## src/rtl/core/lsc_pkg.sv

```systemverilog
// Shared constants, outcode bits and the outcode function for the line clipper.
// Used by lsc_front, lsc_back and line_segment_clipper_core.
package lsc_pkg;

	localparam int COORD_BITS_DEF = 16;
	localparam int FRAC_BITS_DEF  = 8;
	localparam int MAX_W          = 48;
	localparam int MAX_STEPS      = 4;
	localparam int QUEUE_DEPTH    = 2;
	localparam int CFG_IDX_BITS   = 3;

	localparam logic [CFG_IDX_BITS-1:0] REG_X_MIN = 3'd0;
	localparam logic [CFG_IDX_BITS-1:0] REG_Y_MIN = 3'd1;
	localparam logic [CFG_IDX_BITS-1:0] REG_X_MAX = 3'd2;
	localparam logic [CFG_IDX_BITS-1:0] REG_Y_MAX = 3'd3;

	localparam int RST_X_MIN = 100;
	localparam int RST_Y_MIN = 100;
	localparam int RST_X_MAX = 300;
	localparam int RST_Y_MAX = 300;

	localparam logic [3:0] OC_TOP    = 4'd1;
	localparam logic [3:0] OC_BOTTOM = 4'd2;
	localparam logic [3:0] OC_RIGHT  = 4'd4;
	localparam logic [3:0] OC_LEFT   = 4'd8;

	typedef logic signed [MAX_W-1:0] wide_t;

	function automatic logic [3:0] outcode(input wide_t x, input wide_t y,
		input wide_t xl, input wide_t yl, input wide_t xh, input wide_t yh);
		logic [3:0] c;
		c = 4'd0;
		if (y > yh) c = c | OC_TOP;
		else if (y < yl) c = c | OC_BOTTOM;
		if (x > xh) c = c | OC_RIGHT;
		else if (x < xl) c = c | OC_LEFT;
		return c;
	endfunction

endpackage

```

## src/rtl/core/lsc_front.sv

```systemverilog
// Front end: takes a segment word, scales it to fixed point and computes both outcodes.
// Depends on lsc_pkg.
module lsc_front #(
	parameter int COORD_BITS = lsc_pkg::COORD_BITS_DEF,
	parameter int FRAC_BITS  = lsc_pkg::FRAC_BITS_DEF
) (
	input  logic                                  clk,
	input  logic                                  arst_n,
	input  logic                                  push,
	output logic                                  full,
	input  logic signed [COORD_BITS-1:0]          start_x,
	input  logic signed [COORD_BITS-1:0]          start_y,
	input  logic signed [COORD_BITS-1:0]          end_x,
	input  logic signed [COORD_BITS-1:0]          end_y,
	input  logic signed [COORD_BITS+FRAC_BITS-1:0] win_xl,
	input  logic signed [COORD_BITS+FRAC_BITS-1:0] win_yl,
	input  logic signed [COORD_BITS+FRAC_BITS-1:0] win_xh,
	input  logic signed [COORD_BITS+FRAC_BITS-1:0] win_yh,
	input  logic                                  q_full,
	output logic                                  q_push,
	output logic [4*(COORD_BITS+FRAC_BITS)+7:0]   q_data
);
	localparam int W = COORD_BITS + FRAC_BITS;

	logic signed [W-1:0] fx1, fy1, fx2, fy2;
	logic [3:0] c1, c2;
	logic valid_s1;
	logic [4*W+7:0] data_s1;
	logic accept;

	assign fx1 = W'(start_x) <<< FRAC_BITS;
	assign fy1 = W'(start_y) <<< FRAC_BITS;
	assign fx2 = W'(end_x) <<< FRAC_BITS;
	assign fy2 = W'(end_y) <<< FRAC_BITS;

	assign c1 = lsc_pkg::outcode(lsc_pkg::wide_t'(fx1), lsc_pkg::wide_t'(fy1),
		lsc_pkg::wide_t'(win_xl), lsc_pkg::wide_t'(win_yl),
		lsc_pkg::wide_t'(win_xh), lsc_pkg::wide_t'(win_yh));
	assign c2 = lsc_pkg::outcode(lsc_pkg::wide_t'(fx2), lsc_pkg::wide_t'(fy2),
		lsc_pkg::wide_t'(win_xl), lsc_pkg::wide_t'(win_yl),
		lsc_pkg::wide_t'(win_xh), lsc_pkg::wide_t'(win_yh));

	assign full   = valid_s1 && q_full;
	assign accept = push && !full;
	assign q_push = valid_s1 && !q_full;
	assign q_data = data_s1;

	always_ff @(posedge clk or negedge arst_n) begin
		if (!arst_n) begin
			valid_s1 <= 1'b0;
		end else if (accept) begin
			valid_s1 <= 1'b1;
		end else if (q_push) begin
			valid_s1 <= 1'b0;
		end
	end

	always_ff @(posedge clk) begin
		if (accept) begin
			data_s1 <= {fx1, fy1, fx2, fy2, c1, c2};
		end
	end

endmodule

```

## src/rtl/core/lsc_fifo.sv

```systemverilog
// Small register queue between the front and back ends.
// No package dependency.
module lsc_fifo #(
	parameter int WIDTH = 8,
	parameter int DEPTH = 2
) (
	input  logic             clk,
	input  logic             arst_n,
	input  logic             wr_en,
	input  logic [WIDTH-1:0] wr_data,
	output logic             q_full,
	input  logic             rd_en,
	output logic [WIDTH-1:0] rd_data,
	output logic             q_empty
);
	localparam int PTR_BITS = (DEPTH > 1) ? $clog2(DEPTH) : 1;
	localparam int CNT_BITS = $clog2(DEPTH + 1);

	logic [WIDTH-1:0] mem_q [DEPTH];
	logic [PTR_BITS-1:0] wr_ptr_q, rd_ptr_q;
	logic [CNT_BITS-1:0] count_q;
	logic do_wr, do_rd;

	assign q_full  = (count_q == CNT_BITS'(DEPTH));
	assign q_empty = (count_q == '0);
	assign do_wr   = wr_en && !q_full;
	assign do_rd   = rd_en && !q_empty;
	assign rd_data = mem_q[rd_ptr_q];

	always_ff @(posedge clk or negedge arst_n) begin
		if (!arst_n) begin
			wr_ptr_q <= '0;
			rd_ptr_q <= '0;
			count_q  <= '0;
		end else begin
			if (do_wr) begin
				wr_ptr_q <= (wr_ptr_q == PTR_BITS'(DEPTH - 1)) ? '0 : wr_ptr_q + 1'b1;
			end
			if (do_rd) begin
				rd_ptr_q <= (rd_ptr_q == PTR_BITS'(DEPTH - 1)) ? '0 : rd_ptr_q + 1'b1;
			end
			if (do_wr && !do_rd) begin
				count_q <= count_q + 1'b1;
			end else if (do_rd && !do_wr) begin
				count_q <= count_q - 1'b1;
			end
		end
	end

	always_ff @(posedge clk) begin
		if (do_wr) begin
			mem_q[wr_ptr_q] <= wr_data;
		end
	end

endmodule

```

## src/rtl/core/lsc_muldiv.sv

```systemverilog
// Shared iterative unit: a * b / den, signed, quotient truncated toward zero.
// Shift-add multiply (one bit a cycle) then restoring divide. No package dependency.
module lsc_muldiv #(
	parameter int OP_BITS = 25
) (
	input  logic                          clk,
	input  logic                          arst_n,
	input  logic                          start,
	input  logic signed [OP_BITS-1:0]     op_a,
	input  logic signed [OP_BITS-1:0]     op_b,
	input  logic signed [OP_BITS-1:0]     op_den,
	output logic                          done,
	output logic signed [2*OP_BITS-1:0]   quo
);
	localparam int PROD_BITS = 2 * OP_BITS;
	localparam int CNT_BITS  = $clog2(PROD_BITS + 1);

	localparam logic [1:0] ST_IDLE = 2'd0;
	localparam logic [1:0] ST_MUL  = 2'd1;
	localparam logic [1:0] ST_DIV  = 2'd2;
	localparam logic [1:0] ST_DONE = 2'd3;

	logic [1:0] state_q;
	logic [CNT_BITS-1:0] cnt_q;
	logic neg_q, zero_q;
	logic [OP_BITS-1:0] mcand_q, dvs_q, rem_q;
	logic [PROD_BITS:0] prod_q;
	logic [OP_BITS:0] mul_sum, rem_sh, rem_sub;
	logic div_ge;
	logic [PROD_BITS-1:0] mag;

	function automatic logic [OP_BITS-1:0] mag_of(input logic signed [OP_BITS-1:0] v);
		return v[OP_BITS-1] ? OP_BITS'(-v) : OP_BITS'(v);
	endfunction

	assign mul_sum = prod_q[PROD_BITS:OP_BITS] + (prod_q[0] ? {1'b0, mcand_q} : '0);
	assign rem_sh  = {rem_q, prod_q[PROD_BITS-1]};
	assign rem_sub = rem_sh - {1'b0, dvs_q};
	assign div_ge  = (rem_sh >= {1'b0, dvs_q});
	assign mag     = prod_q[PROD_BITS-1:0];
	assign done    = (state_q == ST_DONE);
	assign quo     = zero_q ? '0 : (neg_q ? -$signed(mag) : $signed(mag));

	always_ff @(posedge clk or negedge arst_n) begin
		if (!arst_n) begin
			state_q <= ST_IDLE;
			cnt_q   <= '0;
		end else begin
			unique case (state_q)
				ST_IDLE: begin
					if (start) begin
						state_q <= ST_MUL;
						cnt_q   <= '0;
					end
				end
				ST_MUL: begin
					if (cnt_q == CNT_BITS'(OP_BITS - 1)) begin
						state_q <= ST_DIV;
						cnt_q   <= '0;
					end else begin
						cnt_q <= cnt_q + 1'b1;
					end
				end
				ST_DIV: begin
					if (cnt_q == CNT_BITS'(PROD_BITS - 1)) begin
						state_q <= ST_DONE;
					end else begin
						cnt_q <= cnt_q + 1'b1;
					end
				end
				default: begin
					state_q <= ST_IDLE;
				end
			endcase
		end
	end

	always_ff @(posedge clk) begin
		if (state_q == ST_IDLE && start) begin
			mcand_q <= mag_of(op_a);
			prod_q  <= {{(OP_BITS + 1){1'b0}}, mag_of(op_b)};
			dvs_q   <= mag_of(op_den);
			rem_q   <= '0;
			neg_q   <= op_a[OP_BITS-1] ^ op_b[OP_BITS-1] ^ op_den[OP_BITS-1];
			zero_q  <= (op_den == '0);
		end else if (state_q == ST_MUL) begin
			prod_q <= {1'b0, mul_sum, prod_q[OP_BITS-1:1]};
		end else if (state_q == ST_DIV) begin
			// numerator bits leave at the top, quotient bits enter at the bottom
			rem_q  <= div_ge ? rem_sub[OP_BITS-1:0] : rem_sh[OP_BITS-1:0];
			prod_q <= {prod_q[PROD_BITS-1:0], div_ge};
		end
	end

endmodule

```

## src/rtl/core/lsc_back.sv

```systemverilog
// Back end: runs the clip steps for one segment word and holds the result word.
// Depends on lsc_pkg and lsc_muldiv.
module lsc_back #(
	parameter int COORD_BITS = lsc_pkg::COORD_BITS_DEF,
	parameter int FRAC_BITS  = lsc_pkg::FRAC_BITS_DEF
) (
	input  logic                                   clk,
	input  logic                                   arst_n,
	input  logic signed [COORD_BITS+FRAC_BITS-1:0] win_xl,
	input  logic signed [COORD_BITS+FRAC_BITS-1:0] win_yl,
	input  logic signed [COORD_BITS+FRAC_BITS-1:0] win_xh,
	input  logic signed [COORD_BITS+FRAC_BITS-1:0] win_yh,
	input  logic                                   q_empty,
	output logic                                   q_pop,
	input  logic [4*(COORD_BITS+FRAC_BITS)+7:0]    q_data,
	output logic                                   empty,
	input  logic                                   pop,
	output logic                                   accepted,
	output logic signed [COORD_BITS+FRAC_BITS-1:0] clip_start_x,
	output logic signed [COORD_BITS+FRAC_BITS-1:0] clip_start_y,
	output logic signed [COORD_BITS+FRAC_BITS-1:0] clip_end_x,
	output logic signed [COORD_BITS+FRAC_BITS-1:0] clip_end_y
);
	localparam int W = COORD_BITS + FRAC_BITS;
	localparam int D = W + 1;
	localparam int P = 2 * D;
	localparam int STEP_BITS = $clog2(lsc_pkg::MAX_STEPS + 1);
	localparam logic signed [W-1:0] SAT_HI = {1'b0, {(W - 1){1'b1}}};
	localparam logic signed [W-1:0] SAT_LO = {1'b1, {(W - 1){1'b0}}};

	localparam logic [1:0] ST_IDLE = 2'd0;
	localparam logic [1:0] ST_EVAL = 2'd1;
	localparam logic [1:0] ST_WAIT = 2'd2;

	logic [1:0] state_q;
	logic signed [W-1:0] x1_q, y1_q, x2_q, y2_q, edge_q, base_q;
	logic [3:0] c1_q, c2_q, co;
	logic [STEP_BITS-1:0] step_q;
	logic cross_x_q, move1_q;
	logic out_valid_q, acc_q;
	logic signed [W-1:0] ox1_q, oy1_q, ox2_q, oy2_q;

	logic signed [D-1:0] dx, dy, op_a, op_b, op_den;
	logic signed [W-1:0] edge_n, base_n, cross_v, nx, ny;
	logic cross_x_n, md_start, md_done;
	logic signed [P-1:0] md_quo;
	logic signed [P:0] sum;
	logic [3:0] ncode;
	logic done_in, rej_in;

	lsc_muldiv #(.OP_BITS(D)) u_muldiv (
		.clk    (clk),
		.arst_n (arst_n),
		.start  (md_start),
		.op_a   (op_a),
		.op_b   (op_b),
		.op_den (op_den),
		.done   (md_done),
		.quo    (md_quo)
	);

	assign q_pop = (state_q == ST_IDLE) && !q_empty && !out_valid_q;

	assign co  = (c1_q != 4'd0) ? c1_q : c2_q;
	assign dx  = D'(x2_q) - D'(x1_q);
	assign dy  = D'(y2_q) - D'(y1_q);
	assign done_in = (c1_q == 4'd0) && (c2_q == 4'd0);
	assign rej_in  = ((c1_q & c2_q) != 4'd0) || (step_q == STEP_BITS'(lsc_pkg::MAX_STEPS));
	assign md_start = (state_q == ST_EVAL) && !done_in && !rej_in;

	// edge priority: top, bottom, right, left
	always_comb begin
		priority if ((co & lsc_pkg::OC_TOP) != 4'd0) begin
			edge_n = win_yh; cross_x_n = 1'b1;
		end else if ((co & lsc_pkg::OC_BOTTOM) != 4'd0) begin
			edge_n = win_yl; cross_x_n = 1'b1;
		end else if ((co & lsc_pkg::OC_RIGHT) != 4'd0) begin
			edge_n = win_xh; cross_x_n = 1'b0;
		end else begin
			edge_n = win_xl; cross_x_n = 1'b0;
		end
		if (cross_x_n) begin
			op_a = dx; op_b = D'(edge_n) - D'(y1_q); op_den = dy; base_n = x1_q;
		end else begin
			op_a = dy; op_b = D'(edge_n) - D'(x1_q); op_den = dx; base_n = y1_q;
		end
	end

	assign sum = (P + 1)'(base_q) + (P + 1)'(md_quo);
	always_comb begin
		if (sum > (P + 1)'(SAT_HI)) cross_v = SAT_HI;
		else if (sum < (P + 1)'(SAT_LO)) cross_v = SAT_LO;
		else cross_v = sum[W-1:0];
		nx = cross_x_q ? cross_v : edge_q;
		ny = cross_x_q ? edge_q : cross_v;
	end
	assign ncode = lsc_pkg::outcode(lsc_pkg::wide_t'(nx), lsc_pkg::wide_t'(ny),
		lsc_pkg::wide_t'(win_xl), lsc_pkg::wide_t'(win_yl),
		lsc_pkg::wide_t'(win_xh), lsc_pkg::wide_t'(win_yh));

	always_ff @(posedge clk or negedge arst_n) begin
		if (!arst_n) begin
			state_q     <= ST_IDLE;
			out_valid_q <= 1'b0;
			step_q      <= '0;
		end else begin
			if (pop && out_valid_q) begin
				out_valid_q <= 1'b0;
			end
			unique case (state_q)
				ST_IDLE: begin
					if (q_pop) begin
						state_q <= ST_EVAL;
						step_q  <= '0;
					end
				end
				ST_EVAL: begin
					if (done_in || rej_in) begin
						state_q     <= ST_IDLE;
						out_valid_q <= 1'b1;
					end else begin
						state_q <= ST_WAIT;
					end
				end
				ST_WAIT: begin
					if (md_done) begin
						state_q <= ST_EVAL;
						step_q  <= step_q + 1'b1;
					end
				end
				default: begin
					state_q <= ST_IDLE;
				end
			endcase
		end
	end

	always_ff @(posedge clk) begin
		if (q_pop) begin
			{x1_q, y1_q, x2_q, y2_q, c1_q, c2_q} <= q_data;
		end else if (state_q == ST_WAIT && md_done) begin
			if (move1_q) begin
				x1_q <= nx; y1_q <= ny; c1_q <= ncode;
			end else begin
				x2_q <= nx; y2_q <= ny; c2_q <= ncode;
			end
		end
		if (md_start) begin
			edge_q    <= edge_n;
			base_q    <= base_n;
			cross_x_q <= cross_x_n;
			move1_q   <= (c1_q != 4'd0);
		end
		if (state_q == ST_EVAL && (done_in || rej_in)) begin
			acc_q <= done_in;
			ox1_q <= done_in ? x1_q : '0;
			oy1_q <= done_in ? y1_q : '0;
			ox2_q <= done_in ? x2_q : '0;
			oy2_q <= done_in ? y2_q : '0;
		end
	end

	assign empty        = !out_valid_q;
	assign accepted     = acc_q;
	assign clip_start_x = ox1_q;
	assign clip_start_y = oy1_q;
	assign clip_end_x   = ox2_q;
	assign clip_end_y   = oy2_q;

	a_step_bound: assert property (@(posedge clk) disable iff (!arst_n)
		step_q <= STEP_BITS'(lsc_pkg::MAX_STEPS))
		else $error("clip step count out of range");

	a_reject_zero: assert property (@(posedge clk) disable iff (!arst_n)
		(out_valid_q && !acc_q) |->
		(ox1_q == '0 && oy1_q == '0 && ox2_q == '0 && oy2_q == '0))
		else $error("rejected word has nonzero coordinates");

	a_accept_inside: assert property (@(posedge clk) disable iff (!arst_n)
		$rose(out_valid_q) && acc_q |->
		(lsc_pkg::outcode(lsc_pkg::wide_t'(ox1_q), lsc_pkg::wide_t'(oy1_q),
			lsc_pkg::wide_t'(win_xl), lsc_pkg::wide_t'(win_yl),
			lsc_pkg::wide_t'(win_xh), lsc_pkg::wide_t'(win_yh)) == 4'd0))
		else $error("accepted start point lies outside window");

	a_wait_no_result: assert property (@(posedge clk) disable iff (!arst_n)
		(state_q == ST_WAIT) |-> !out_valid_q)
		else $error("clip in progress while result word pending");

endmodule

```

## src/rtl/core/line_segment_clipper_core.sv

```systemverilog
// Cohen-Sutherland segment clipper against a four-register window, Q16.8 output.
// A segment takes 0..4 clip steps, each run on the shared shift-add multiply / restoring divide.
// The back end clips one segment at a time and takes the next only once its result word is popped;
// a two-word queue lets input run ahead of the back end.
// Reset: arst_n asynchronous, active low; clears control state and loads the window to 100..300.
// Depends on lsc_pkg, lsc_front, lsc_fifo, lsc_back.
module line_segment_clipper_core #(
	parameter int COORD_BITS = lsc_pkg::COORD_BITS_DEF,
	parameter int FRAC_BITS  = lsc_pkg::FRAC_BITS_DEF
) (
	input  logic                                   clk,
	input  logic                                   arst_n,
	input  logic                                   cfg_valid,
	output logic                                   cfg_ready,
	input  logic [lsc_pkg::CFG_IDX_BITS-1:0]       cfg_index,
	input  logic signed [COORD_BITS-1:0]           cfg_data,
	input  logic                                   push,
	output logic                                   full,
	input  logic signed [COORD_BITS-1:0]           start_x,
	input  logic signed [COORD_BITS-1:0]           start_y,
	input  logic signed [COORD_BITS-1:0]           end_x,
	input  logic signed [COORD_BITS-1:0]           end_y,
	output logic                                   empty,
	input  logic                                   pop,
	output logic                                   accepted,
	output logic signed [COORD_BITS+FRAC_BITS-1:0] clip_start_x,
	output logic signed [COORD_BITS+FRAC_BITS-1:0] clip_start_y,
	output logic signed [COORD_BITS+FRAC_BITS-1:0] clip_end_x,
	output logic signed [COORD_BITS+FRAC_BITS-1:0] clip_end_y
);
	localparam int W = COORD_BITS + FRAC_BITS;
	localparam int QW = 4 * W + 8;

	logic signed [COORD_BITS-1:0] xl_q, yl_q, xh_q, yh_q;
	logic signed [W-1:0] win_xl, win_yl, win_xh, win_yh;
	logic f_push, f_full, b_pop, b_empty;
	logic [QW-1:0] f_data, b_data;

	assign cfg_ready = 1'b1;

	always_ff @(posedge clk or negedge arst_n) begin
		if (!arst_n) begin
			xl_q <= COORD_BITS'(lsc_pkg::RST_X_MIN);
			yl_q <= COORD_BITS'(lsc_pkg::RST_Y_MIN);
			xh_q <= COORD_BITS'(lsc_pkg::RST_X_MAX);
			yh_q <= COORD_BITS'(lsc_pkg::RST_Y_MAX);
		end else if (cfg_valid && cfg_ready) begin
			unique case (cfg_index)
				lsc_pkg::REG_X_MIN: xl_q <= cfg_data;
				lsc_pkg::REG_Y_MIN: yl_q <= cfg_data;
				lsc_pkg::REG_X_MAX: xh_q <= cfg_data;
				lsc_pkg::REG_Y_MAX: yh_q <= cfg_data;
				default: ;
			endcase
		end
	end

	assign win_xl = W'(xl_q) <<< FRAC_BITS;
	assign win_yl = W'(yl_q) <<< FRAC_BITS;
	assign win_xh = W'(xh_q) <<< FRAC_BITS;
	assign win_yh = W'(yh_q) <<< FRAC_BITS;

	lsc_front #(.COORD_BITS(COORD_BITS), .FRAC_BITS(FRAC_BITS)) u_front (
		.clk     (clk),
		.arst_n  (arst_n),
		.push    (push),
		.full    (full),
		.start_x (start_x),
		.start_y (start_y),
		.end_x   (end_x),
		.end_y   (end_y),
		.win_xl  (win_xl),
		.win_yl  (win_yl),
		.win_xh  (win_xh),
		.win_yh  (win_yh),
		.q_full  (f_full),
		.q_push  (f_push),
		.q_data  (f_data)
	);

	lsc_fifo #(.WIDTH(QW), .DEPTH(lsc_pkg::QUEUE_DEPTH)) u_fifo (
		.clk     (clk),
		.arst_n  (arst_n),
		.wr_en   (f_push),
		.wr_data (f_data),
		.q_full  (f_full),
		.rd_en   (b_pop),
		.rd_data (b_data),
		.q_empty (b_empty)
	);

	lsc_back #(.COORD_BITS(COORD_BITS), .FRAC_BITS(FRAC_BITS)) u_back (
		.clk          (clk),
		.arst_n       (arst_n),
		.win_xl       (win_xl),
		.win_yl       (win_yl),
		.win_xh       (win_xh),
		.win_yh       (win_yh),
		.q_empty      (b_empty),
		.q_pop        (b_pop),
		.q_data       (b_data),
		.empty        (empty),
		.pop          (pop),
		.accepted     (accepted),
		.clip_start_x (clip_start_x),
		.clip_start_y (clip_start_y),
		.clip_end_x   (clip_end_x),
		.clip_end_y   (clip_end_y)
	);

endmodule

```

## config.mk

```make
export PLATFORM = sky130hd
export DESIGN_NAME = line_segment_clipper_core
export DESIGN_NICKNAME = d
export VERILOG_FILES = /design/src/rtl/core/lsc_pkg.sv /design/src/rtl/core/lsc_front.sv /design/src/rtl/core/lsc_fifo.sv /design/src/rtl/core/lsc_muldiv.sv /design/src/rtl/core/lsc_back.sv /design/src/rtl/core/line_segment_clipper_core.sv
export SDC_FILE = /design/constraint.sdc
export NUM_CORES = 2
export LEC_CHECK = 0
export BUFFER_PORTS_ARGS = -buffer_cell sky130_fd_sc_hd__buf_2
export CAP_MARGIN = 5
export CORE_MARGIN = 5
export CORE_UTILIZATION = 50
export CTS_CLUSTER_DIAMETER = 30
export DETAILED_ROUTE_END_ITERATION = 12
export GPL_TIMING_DRIVEN = 0
export PLACE_DENSITY_LB_ADDON = 0.2
export SLEW_MARGIN = 20
export SYNTH_ARGS = -nofsm -noshare
export SYNTH_HDL_FRONTEND = slang
export SYNTH_SLANG_ARGS = --single-unit
```

## constraint.sdc

```tcl
create_clock -name clk -period 8.6 [get_ports clk]
set_input_delay 0.43 -clock clk [delete_from_list [all_inputs] [get_ports clk]]
set_output_delay 0.43 -clock clk [all_outputs]
set_load 0.05 [all_outputs]
```

==> results.txt <==
----------------------------------------------------
[Status]
  Outcome ... finished, violations left
  Violated checks ... negative setup slack

[Timing]
  Unrepaired setup endpoints after global routing ... true
  Least setup slack across all paths after layout ... -0.439 ns
  Worst-Margin Slew ... 0.995 ns
  Timing-limited maximum frequency ... 0.111 GHz
  Count of final setup violators ... 8
  Headroom to the max-slew limit ... 0.337
  Final period util ... 1.05
  Max Clock Skew ... 0.0566 ns
  Count of pins over their slew limit ... 0
  Final critical-path required period ... 9.04 ns
  Final hold violation count ... 0

[Synth]
  Proportion of synthesized chip area in sequential cells ... 0.445
  Synth cell types ... 87
  Share of async-settable or async-resettable flops after synthesis ... 0.124
  Seq cells post-synth ... 670
  Synth Area in XOR/XNOR ... 0.0512
  Post-synthesis adder-cell area fraction ... 0.109
  Fraction of the mapped netlist area in compound gates ... 0.173
  Average footprint of a synthesized cell ... 9.93 sq um
  Synth Area in Simple Gates ... 0.147
  Net count after synthesis ... 4802
  Post-synthesis cell area ... 0.0431 sq mm
  Count of flip-flops with a built-in enable after synthesis ... 536
  Dominant combinational cell family by area after synthesis ... compound AO/OA/AOI/OAI gates
  Post-synthesis mux area share ... 0.0371
  Most used flip-flop cell after synthesis ... edfxtp_1
  Cells after Synth ... 4343
  Number of synthesis warnings ... 0

[Worst setup path]
  Data arrival time of the worst path ... 9.52 ns
  Critical Path Source Type ... flip-flop
  CP Capture Type ... flip-flop
  Number of buffer and inverter instances along the worst setup path ... 3
  Register-to-Register Setup Slack ... -0.44 ns
  Max stage delay on crit path ... 0.60 ns
  Maximum fanout encountered on the critical timing path ... 6
  Critical-path cell with the highest stage delay ... or4_4
  Most frequent cell on the critical path ... or4_4
  Worst setup path category ... flip-flop to flip-flop
  End of the worst register-to-register path ... u_back.c2_q[1]
  Launch instance of the worst register-to-register path ... u_back.u_muldiv.prod_q[3]
  CP Data Required Time ... 9.08 ns
  Cell family with the largest share of critical-path delay ... simple AND/OR/NAND/NOR gates
  Reg2reg path depth ... 41

[Global routing]
  Overall global routing resource usage ... 0.303
  Overflow left after global routing ... 0
  Number of antenna violations at the first check in global routing ... 1
  Largest net degree at the start of global routing ... 75
  Vias in the first global route ... 35300
  First-pass GRT wire length ... 215000 microns

[Clock network]
  Latest clock arrival within the worst-skew pair ... 0.76 ns
  Cell chosen for the clock root ... clkbuf_16
  Clock Sink Count ... 670
  Level count of the clock H-tree ... 4
  Clock tree from TritonCTS ... done
  Number of CTS-inserted buffers ... 145
  Max clock buf depth ... 3
  Reg clk slew, reported paths ... 0.05 ns

[Placed design]
  Number of placed instances with taps included ... 5691
  RePlAce Congestion ... 1.03
  Dpl cell area ... 0.0460 sq mm
  PortBufs ... 186
  Total half-perimeter wirelength after legalization and detailed placement ... 112000 microns

[Floorplanning]
  Die span in x ... 304 microns
  Height of the die ... 304 microns
  Std cell rows ... 107
  Die Area ... 0.0922 sq mm
  I/O Pins ... 188
  Floorplan Core Area ... 0.0854 sq mm
  Initial cell density of the core ... 0.505

[Worst hold path]
  Class of the tightest hold or removal check ... input pin to async pin

[Detailed routing]
  Routed wire per std cell ... 23.9 microns
  Iteration-0 DRC count of the detailed router ... 3577
  Pre-antenna DRT Iters ... 6
  Post-route ant nets ... 0
  DR DRC count ... 0
  Wirelength, routed ... 146000 microns
  Vias ... 36300
  Detail-routed via count per cell ... 5.95

[Cells and area]
  Final nets ... 5285
  Cell area after layout ... 0.0533 sq mm
  Post-route core utilization ... 0.624
  Layout-stage area growth over the synthesis result ... 23.6%
  Fraction of layout instances using a drive strength above 1 ... 0.148
  Cell Count, Final, Fillers Out ... 6092

[Run]
  Max-capacitance violation count ... 0

----------------------------------------------------
-- timing repair --
action	CTS	global route
cloned	1	0
pin swaps	38	35
gates resized for setup	121	57
setup buffers	42	18
hold endpoints to repair	188	0
hold buffers	83	0
endpoints found under the setup margin	8	12
-- worst max-delay path by stage --
stage / slack [ns] / cells past startpoint / from / end
after floorplan: 0.0002 / 44 / u_back.u_muldiv.prod_q[0] / u_back.c1_q[1]
after global placement: -2.91 / 6 / u_back.c1_q[2] / u_back.clip_end_y[0]
after detailed placement: -1.97 / 38 / u_back.u_muldiv.prod_q[6] / u_back.c1_q[3]
after CTS: -0.49 / 39 / u_back.u_muldiv.prod_q[0] / u_back.c1_q[3]
after global routing: -0.76 / 41 / u_back.u_muldiv.prod_q[3] / u_back.c2_q[1]
final: -0.44 / 41 / u_back.u_muldiv.prod_q[3] / u_back.c2_q[1]
-- cells by family (layout without fill, tap and decap cells) --
logic type / after synthesis / in the layout
AND/OR/NAND/NOR: 1266 / 1266
AO/OA/AOI/OAI: 1196 / 1196
flip-flops: 670 / 670
buffers and inverters: 430 / 1033
adder cells (fa/ha/maj): 371 / 371
XOR/XNOR: 252 / 252
multiplexers: 157 / 157
other: 1 / 3
-- routing by layer --
layer | vias to the layer above | track usage | wire length (microns)
met1 | 17400 | 0.380 | 58500
li1 | 17000 | - | -
met5 | - | 0 | 0
met2 | 1473 | 0.495 | 67800
met4 | 0 | 0.181 | 9780
met3 | 380 | 0.0521 | 9650
-- metrics by stage --
stage                     setup WS, ns  TNS (ns)  hold WS (ns)
after global placement           -2.91   -294.40         0.422
final                           -0.439     -3.12        0.0946
after floorplan               0.000230         0         0.134
after CTS                       -0.492     -3.57        0.0544
after detailed placement         -1.97    -13.21         0.287
after global routing            -0.761     -5.58         0.104
-- sequential cells by signal, indices dropped and copies added, names as in the netlist, 6 cells and up --
signal	cells
u_fifo.mem_q	144
u_front.q_data	72
u_back.u_muldiv.prod_q	51
u_back.u_muldiv.dvs_q	25
u_back.u_muldiv.mcand_q	25
u_back.u_muldiv.rem_q	25
u_back.base_q	24
u_back.clip_end_x	24
u_back.clip_end_y	24
u_back.clip_start_x	24
u_back.clip_start_y	24
u_back.x1_q	24
u_back.x2_q	24
u_back.y1_q	24
u_back.y2_q	24
u_back.edge_q	16
xh_q	16
xl_q	16
yh_q	16
yl_q	16
u_back.u_muldiv.cnt_q	6
-- placed cells by master (no fill, tap or decap), types with 20 or more instances in the layout --
master,n
edfxtp_1,536
inv_1,249
nor4_1,20
and3_1,21
and2_1,138
o31ai_1,26
nand4_1,53
clkbuf_16,147
buf_2,191
mux2i_1,113
clkinv_4,20
a31oi_1,38
nor3_1,81
dlygate4sd3_1,83
or3_1,23
buf_4,58
o21ai_0,310
xnor2_1,140
bufinv_16,20
xor2_1,112
nand2b_1,47
a21oi_1,334
nand2_1,343
nor2b_1,101
a21o_1,122
dfxtp_1,51
nand3_1,57
o21a_1,39
ha_1,346
nor2_1,258
dfrtp_1,69
mux2_2,24
a211oi_1,93
clkbuf_1,141
o211ai_1,26
-- layout make-up --
type | instances | area [sq um]
flip-flops and latches | 670 | 19200
multi-input cells | 3243 | 23200
clock buffers | 166 | 3780
plain buffers | 155 | 619
clock inverters | 101 | 1390
inverters | 263 | 987
fillers | 7058 | 32100
well taps | 1144 | 1430
diodes | 2 | 5.00
repair buffers | 348 | 2670
-- synthesized netlist by cell type, types with 59 or more instances --
cell type  number  area (sq um)
xnor2_1       140          1230
nand2_1       353          1330
and2_1        139           870
nor2_1        264           991
xor2_1        112           981
ha_1          366          4580
dfrtp_1        69          1730
a21o_1        122           916
o21ai_0       322          1610
inv_1         258           968
nor3_1         86           430
edfxtp_1      536         16100
clkbuf_1      143           537
a211oi_1       99           743
nor2b_1       102           638
a21oi_1       350          1750
mux2i_1       133          1330
nand3_1        59           295
-- worst register-to-register path, delay by kind of cell, from the launching register on --
kind                     cells  cell delay [ns]
AND/OR/NAND/NOR             18             4.70
AO/OA/AOI/OAI               16             2.41
adder cells (fa/ha/maj)      2             0.53
buffers and inverters        3             0.43
flip-flops                   1             0.42
multiplexers                 1             0.18
XOR/XNOR                     1             0.12
Power is left out: the tool's default activity adds up to more than one toggle a clock period on the data nets, which glitch-free logic cannot reach.
